File: config.mk
export PLATFORM = sky130hd
export DESIGN_NAME = quoted_string_escape_decoder
export DESIGN_NICKNAME = d
export VERILOG_FILES = /design/src/rtl/qsed_pkg.sv /design/src/rtl/quoted_string_escape_decoder.sv /design/src/rtl/qsed_decode.sv
export SDC_FILE = /design/constraint.sdc
export NUM_CORES = 1
export LEC_CHECK = 0
export BUFFER_PORTS_ARGS = -buffer_cell sky130_fd_sc_hd__buf_2
export CORE_MARGIN = 5
export CORE_UTILIZATION = 35
export CTS_CLUSTER_DIAMETER = 30
export DETAILED_ROUTE_END_ITERATION = 8
export GPL_TIMING_DRIVEN = 0
export PLACE_DENSITY = 0.61
export SLEW_MARGIN = 20
export SYNTH_ARGS = -nofsm -noshare
export SYNTH_HDL_FRONTEND = slang
export SYNTH_SLANG_ARGS = --single-unit
File: constraint.sdc
create_clock -name clk -period 3.85 [get_ports clk]
set_input_delay 0 -clock clk [delete_from_list [all_inputs] [get_ports clk]]
set_output_delay 0 -clock clk [all_outputs]
set_load 0.01 [all_outputs]
File: src/rtl/qsed_pkg.sv
// ----------------------------------------------------------------------------
// qsed_pkg
// Shared types, character codes and the escape table for the decoder.
// ----------------------------------------------------------------------------
package qsed_pkg;

  localparam logic [7:0] QUOTE_CH  = 8'h22;
  localparam logic [7:0] BSLASH_CH = 8'h5C;

  // scanner phase, one-hot
  typedef enum logic [2:0] {
    PH_OPEN = 3'b001,
    PH_BODY = 3'b010,
    PH_ESC  = 3'b100
  } phase_t;

  // first scan error seen in the token body
  typedef enum logic [1:0] {
    SE_NONE    = 2'd0,
    SE_EARLY   = 2'd1,
    SE_UNKNOWN = 2'd2
  } scan_err_t;

  // status reported with the last character
  typedef enum logic [2:0] {
    ST_OK        = 3'd0,
    ST_BAD_OPEN  = 3'd1,
    ST_BAD_CLOSE = 3'd2,
    ST_EARLY_QT  = 3'd3,
    ST_UNK_ESC   = 3'd4
  } status_t;

  typedef struct packed {
    logic       known;
    logic [7:0] value;
  } esc_map_t;

  // one result word
  typedef struct packed {
    logic       byte_valid;
    logic [7:0] out_byte;
    logic       done_res;
    status_t    status;
    logic [7:0] bad_escape;
  } result_t;

  function automatic esc_map_t map_escape(input logic [7:0] c);
    esc_map_t m;
    m.known = 1'b1;
    case (c)
      8'h5C: m.value = 8'h5C;
      8'h6E: m.value = 8'h0A;  // n
      8'h22: m.value = 8'h22;
      8'h27: m.value = 8'h27;
      8'h61: m.value = 8'h07;  // a
      8'h62: m.value = 8'h08;  // b
      8'h66: m.value = 8'h0C;  // f
      8'h72: m.value = 8'h0D;  // r
      8'h74: m.value = 8'h09;  // t
      8'h76: m.value = 8'h0B;  // v
      8'h3F: m.value = 8'h3F;
      8'h65: m.value = 8'h1B;  // e
      default: begin
        m.known = 1'b0;
        m.value = 8'h00;
      end
    endcase
    return m;
  endfunction

endpackage

File: src/rtl/quoted_string_escape_decoder.sv
// ----------------------------------------------------------------------------
// quoted_string_escape_decoder
// Decodes a double-quoted string token with backslash escapes, one
// character per word, and reports a status on the token's last character.
// ----------------------------------------------------------------------------
// Data path: input reg, then result reg. Throughput: 1 word per cycle while
// out_tready does not stall the result reg; the scanner decodes one word per step.
// With a result stalled on out_tready one more word waits in the input reg,
// then in_tready drops.
// Reset (rst_n low, synchronous): both stages empty, scanner expects an
// opening quote with no errors recorded.
module quoted_string_escape_decoder (
  input  logic        clk,
  input  logic        rst_n,

  input  logic        in_tvalid,
  output logic        in_tready,
  input  logic [7:0]  in_tdata,   // [7:0] ch
  input  logic        in_tlast,   // is_last

  output logic        out_tvalid,
  input  logic        out_tready,
  output logic [23:0] out_tdata,  // [7:0] out_byte, [10:8] status,
                                  // [18:11] bad_escape, [23:19] zero
  output logic        out_tuser,  // [0] byte_valid
  output logic        out_tlast   // done_res
);

  // input stage
  logic       s1_valid_r;
  logic [7:0] s1_ch_r;
  logic       s1_last_r;

  // result stage
  logic              out_valid_r;
  qsed_pkg::result_t out_res_r;

  qsed_pkg::result_t dec_res;
  logic              s1_adv;
  logic              in_fire;

  // stage 1 moves forward when the result register is free or draining
  assign s1_adv    = s1_valid_r && (!out_valid_r || out_tready);
  assign in_tready = !s1_valid_r || s1_adv;
  assign in_fire   = in_tvalid && in_tready;

  // scanner state advances only when the word in stage 1 is decoded
  qsed_decode u_decode (
    .clk     (clk),
    .rst_n   (rst_n),
    .step    (s1_adv),
    .ch      (s1_ch_r),
    .is_last (s1_last_r),
    .res     (dec_res)
  );

  // input register
  always_ff @(posedge clk) begin
    if (!rst_n) begin
      s1_valid_r <= 1'b0;
    end else if (in_tready) begin
      s1_valid_r <= in_tvalid;
    end
  end

  always_ff @(posedge clk) begin
    if (in_fire) begin
      s1_ch_r   <= in_tdata;
      s1_last_r <= in_tlast;
    end
  end

  // result register
  always_ff @(posedge clk) begin
    if (!rst_n) begin
      out_valid_r <= 1'b0;
    end else if (s1_adv) begin
      out_valid_r <= 1'b1;
    end else if (out_tready) begin
      out_valid_r <= 1'b0;
    end
  end

  always_ff @(posedge clk) begin
    if (s1_adv) begin
      out_res_r <= dec_res;
    end
  end

  assign out_tvalid = out_valid_r;
  assign out_tdata  = {5'b00000, out_res_r.bad_escape, out_res_r.status,
                       out_res_r.out_byte};
  assign out_tuser  = out_res_r.byte_valid;
  assign out_tlast  = out_res_r.done_res;

endmodule

File: src/rtl/qsed_decode.sv
// ----------------------------------------------------------------------------
// qsed_decode
// Token scanner state and the per-character decode into one result word.
// ----------------------------------------------------------------------------
module qsed_decode (
  input  logic              clk,
  input  logic              rst_n,
  input  logic              step,     // consume ch/is_last this cycle
  input  logic [7:0]        ch,
  input  logic              is_last,
  output qsed_pkg::result_t res
);

  qsed_pkg::phase_t    phase_r, phase_nxt;
  logic                open_failed_r, open_failed_nxt;
  qsed_pkg::scan_err_t scan_err_r, scan_err_nxt;
  logic [7:0]          err_letter_r, err_letter_nxt;

  qsed_pkg::esc_map_t  esc;
  logic                err;

  always_comb begin
    esc = qsed_pkg::map_escape(ch);
    err = open_failed_r || (scan_err_r != qsed_pkg::SE_NONE);

    phase_nxt       = phase_r;
    open_failed_nxt = open_failed_r;
    scan_err_nxt    = scan_err_r;
    err_letter_nxt  = err_letter_r;

    res.byte_valid = 1'b0;
    res.out_byte   = 8'h00;
    res.done_res   = 1'b0;
    res.status     = qsed_pkg::ST_OK;
    res.bad_escape = 8'h00;

    if (is_last) begin
      res.done_res = 1'b1;
      if (open_failed_r || (phase_r == qsed_pkg::PH_OPEN && ch != qsed_pkg::QUOTE_CH)) begin
        res.status = qsed_pkg::ST_BAD_OPEN;
      end else if (ch != qsed_pkg::QUOTE_CH) begin
        res.status = qsed_pkg::ST_BAD_CLOSE;
      end else if (scan_err_r == qsed_pkg::SE_EARLY) begin
        res.status = qsed_pkg::ST_EARLY_QT;
      end else if (scan_err_r == qsed_pkg::SE_UNKNOWN) begin
        res.status     = qsed_pkg::ST_UNK_ESC;
        res.bad_escape = err_letter_r;
      end
      // backslash then final quote: quote counts as the escaped byte
      if (phase_r == qsed_pkg::PH_ESC && ch == qsed_pkg::QUOTE_CH &&
          res.status == qsed_pkg::ST_OK) begin
        res.byte_valid = 1'b1;
        res.out_byte   = qsed_pkg::QUOTE_CH;
      end
      phase_nxt       = qsed_pkg::PH_OPEN;
      open_failed_nxt = 1'b0;
      scan_err_nxt    = qsed_pkg::SE_NONE;
      err_letter_nxt  = 8'h00;
    end else begin
      case (phase_r)
        qsed_pkg::PH_OPEN: begin
          if (ch != qsed_pkg::QUOTE_CH) begin
            open_failed_nxt = 1'b1;
          end
          phase_nxt = qsed_pkg::PH_BODY;
        end
        qsed_pkg::PH_ESC: begin
          phase_nxt = qsed_pkg::PH_BODY;
          if (esc.known) begin
            if (!err) begin
              res.byte_valid = 1'b1;
              res.out_byte   = esc.value;
            end
          end else if (scan_err_r == qsed_pkg::SE_NONE) begin
            scan_err_nxt   = qsed_pkg::SE_UNKNOWN;
            err_letter_nxt = ch;
          end
        end
        default: begin  // body
          phase_nxt = qsed_pkg::PH_BODY;
          if (ch == qsed_pkg::QUOTE_CH) begin
            if (scan_err_r == qsed_pkg::SE_NONE) begin
              scan_err_nxt = qsed_pkg::SE_EARLY;
            end
          end else if (ch == qsed_pkg::BSLASH_CH) begin
            phase_nxt = qsed_pkg::PH_ESC;
          end else if (!err) begin
            res.byte_valid = 1'b1;
            res.out_byte   = ch;
          end
        end
      endcase
    end
  end

  always_ff @(posedge clk) begin
    if (!rst_n) begin
      phase_r       <= qsed_pkg::PH_OPEN;
      open_failed_r <= 1'b0;
      scan_err_r    <= qsed_pkg::SE_NONE;
      err_letter_r  <= 8'h00;
    end else if (step) begin
      phase_r       <= phase_nxt;
      open_failed_r <= open_failed_nxt;
      scan_err_r    <= scan_err_nxt;
      err_letter_r  <= err_letter_nxt;
    end
  end

endmodule

==> qor.yml <==
status: "finished clean"
hold_start: "out_tready"
syn_inst: 209
grt-ovfl-total: 0
crit_fanout: 24
worst_pin_slew_ns: 0.529
num_vias: 1820
timing.slew.headroom_pct: 64.3
r2r_end: "u_decode.err_letter_r[3]"
clock_skew_ns: 0.00597
drv_cap: 0
period_minus_slack_ns: 2.39
cts-root-buf: "clkbuf_8"
clk_latency_ns: 0.29
start_util_pct: 36.1
setup_viol: 0
clk_pin_slew_ns: 0.08
synth_xor_area_share_pct: 0.764
crit_type: "flop to flop"
post_cts_buffers: 0
ir_drop_mv: 0.198
ys.flop_type: "edfxtp_1"
wirelength_um: 4880
crit_buf_inv: 2
synth_fa_ha_area_share_pct: 0
cts_hold_buf: 10
n_antenna_cell: 0
layout.nets: 277
synth_top_area_share_pct: 39.3
synthMuxAreaShare_pct: 0
ant_nets: 0
start_kind: "flop"
slew_viol_final: 0
crit_start: "out_tvalid"
critPathSlowestCell: "nand3_1"
drive_above_1_share_pct: 23.8
critPathCaptureType: "flop"
synth.distinct_cells: 51
synth_top_family_by_area: "simple AND/OR/NAND/NOR gates"
total_power_mw: 0.969
clock.fmax_ghz: 0.418
synth_compound_area_share_pct: 15.3
path_delay_family: "simple AND/OR/NAND/NOR gates"
syn_area_per_cell_um2: 11.0
reg2reg_slack_ns: 1.46
crit_arrival_ns: 2.61
ys_ff_latch: 46
first_pass_iters: 4
grt_pass1_vias: 1704
synth-seq-area-share_pct: 53.2
powerDensity_nw_per_um2: 350
postCtsResizedCells: 0
crit_path_end: "u_decode.err_letter_r[3]"
antenna_found_initial: 0
ios: 41
area_delta_synth_final_pct: 20.6
cts_tree: "built"
drtIter0Drc: 172
grt_pass1_wl_um: 8340
routed_via_density: 5.32
fillers: 608
track_usage_pct: 12.2
hold_viol: 0
cp.required_ns: 4.07
clock-sinks: 46
cts_max_level: 2
yosys.area.top_type: "edfxtp_1"
rsz0062_at_grt: "false"
r2r_start: "out_tvalid"
io_buffers: 34
grt_max_degree: 25
path_depth: 7
dieArea_um2: 8270
fp-row-count: 29
netlist_area_um2: 2290
clk_path_buf_depth: 2
async_reset_ff_share_pct: 0
fp.dieW_um: 91.0
path_cells: "nor2b_1, nand2b_1, inv_2, nand3_1, or2_1, clkbuf_1, o211ai_1"
fin_crit_sh_pct: 62.2
ys.warnings.count: 0
chipHeight_um: 91.0
setup_tns_ns: 0
synth_edf_count: 30
cts_buffers: 5
worstHoldPathType: "input port to flop"
routedWlPerCell_um: 14.3
slowest_delay_ns: 0.44
fin_util_pct: 43.6
yosys.area_share.simple_pct: 23.9
dpl.hpwl_um: 3420
reg2regPathDepth: 7
core_area_um2: 6350
drc: 0
power.leakage_nw: 1.05
synth_area_leaders: "edfxtp_1, dfxtp_1, nand3_1"
routabilityCongestion: 0.847
-- sequential cells by signal (all words and copies together) (netlist names) --
signal,count
out_tdata,19
s1_ch_r,8
u_decode.err_letter_r,8
u_decode.phase_r,3
u_decode.scan_err_r,2
out_tlast,1
out_tuser,1
out_tvalid,1
s1_last_r,1
s1_valid_r,1
u_decode.open_failed_r,1
-- power by group --
| group | internal [mW] | switching (mW) | leakage (nW) |
|---|---|---|---|
| Combinational | 0.0464 | 0.0644 | 0.577 |
| Clock | 0.145 | 0.158 | 0.0482 |
| Sequential | 0.545 | 0.0102 | 0.422 |
| Total | 0.736 | 0.233 | 1.05 |
-- worst reg2reg max path: stages, from the launching register on --
cell and delay (ns):
dfxtp_1 0.31, nor2b_1 0.15, nand2b_1 0.25, inv_2 0.43
nand3_1 0.45, or2_1 0.34, clkbuf_1 0.18, o211ai_1 0.21
-- layout by cell type (no fill, tap or decap), types with 3 or more instances in the layout --
| master | synthesis | layout |
|---|---|---|
| nor2b_1 | 6 | 6 |
| nor2_1 | 7 | 7 |
| o211ai_1 | 8 | 8 |
| dfxtp_1 | 16 | 16 |
| conb_1 | 1 | 5 |
| buf_4 | 5 | 5 |
| clkbuf_8 | 0 | 6 |
| edfxtp_1 | 30 | 30 |
| o2111ai_1 | 8 | 8 |
| and2_1 | 14 | 14 |
| a21oi_1 | 6 | 6 |
| inv_1 | 4 | 4 |
| nor4bb_1 | 3 | 3 |
| nand4b_1 | 4 | 4 |
| a22o_1 | 5 | 5 |
| nand2_1 | 10 | 10 |
| nor3_1 | 3 | 3 |
| nand3_1 | 20 | 20 |
| dlygate4sd3_1 | 0 | 10 |
| buf_2 | 8 | 42 |
| buf_6 | 3 | 3 |
| nand2b_1 | 3 | 3 |
| clkbuf_1 | 6 | 7 |
-- per-stage QoR --
step / cell area (um^2) / hold WS (ns) / setup WS (ns) / cells
final: 2770 / 0.0470 / 1.46 / 342
after global routing: 2770 / 0.0578 / 1.17 / 342
after CTS: 2770 / 0.0428 / 1.42 / 342
after detailed placement: 2570 / 0.178 / 1.45 / 324
after global placement: 2570 / 0.178 / 1.45 / 324
after floorplan: 2310 / 0.0989 / 1.71 / 213
-- kinds of logic (layout without fill, tap and decap cells) --
logic type | after synthesis | count (layout)
compound gates | 45 | 45
xor+xnor | 2 | 2
buf+inv | 27 | 79
flops | 46 | 46
other cells | 1 | 5
simple gates | 88 | 88
-- how the worst min path moves through the flow --
| stage | end | slack, ns | depth (start not counted) |
|---|---|---|---|
| floorplan | s1_ch_r[0] | 0.1 | 0 |
| global placement | s1_ch_r[0] | 0.18 | 1 |
| detailed placement | s1_ch_r[0] | 0.18 | 1 |
| CTS | out_tvalid | 0.04 | 3 |
| global route | out_tvalid | 0.06 | 3 |
| finish | out_tvalid | 0.05 | 3 |
-- layer usage --
layer  track usage (%)  share of wire [%]  up-vias
met4              4.03                1.8        0
met5                 0                  0        -
li1                  -                  -      895
met1              16.5                 46      846
met2              19.1                 45       71
met3              3.14                7.1        8
-- final cells by class --
| class | count | area, um^2 | area share, % |
|---|---|---|---|
| Buffer | 22 | 134 | 4.84 |
| Clock buffer | 7 | 86.3 | 3.12 |
| Clock inverter | 1 | 5.00 | 0.181 |
| Inverter | 5 | 18.8 | 0.678 |
| Multi-Input combinational cell | 140 | 935 | 33.8 |
| Sequential cell | 46 | 1220 | 44.1 |
| Tap cell | 77 | 96.3 | 3.48 |
| Timing Repair Buffer | 44 | 270 | 9.77 |
-- cell usage after synthesis (3+ instances only) --
| master | instances |
|---|---|
| a21oi_1 | 6 |
| a22o_1 | 5 |
| and2_1 | 14 |
| buf_2 | 8 |
| buf_4 | 5 |
| buf_6 | 3 |
| clkbuf_1 | 6 |
| dfxtp_1 | 16 |
| edfxtp_1 | 30 |
| inv_1 | 4 |
| nand2_1 | 10 |
| nand2b_1 | 3 |
| nand3_1 | 20 |
| nand4b_1 | 4 |
| nor2_1 | 7 |
| nor2b_1 | 6 |
| nor3_1 | 3 |
| nor4bb_1 | 3 |
| o2111ai_1 | 8 |
| o211ai_1 | 8 |
Power figures use the tool's default switching activity.
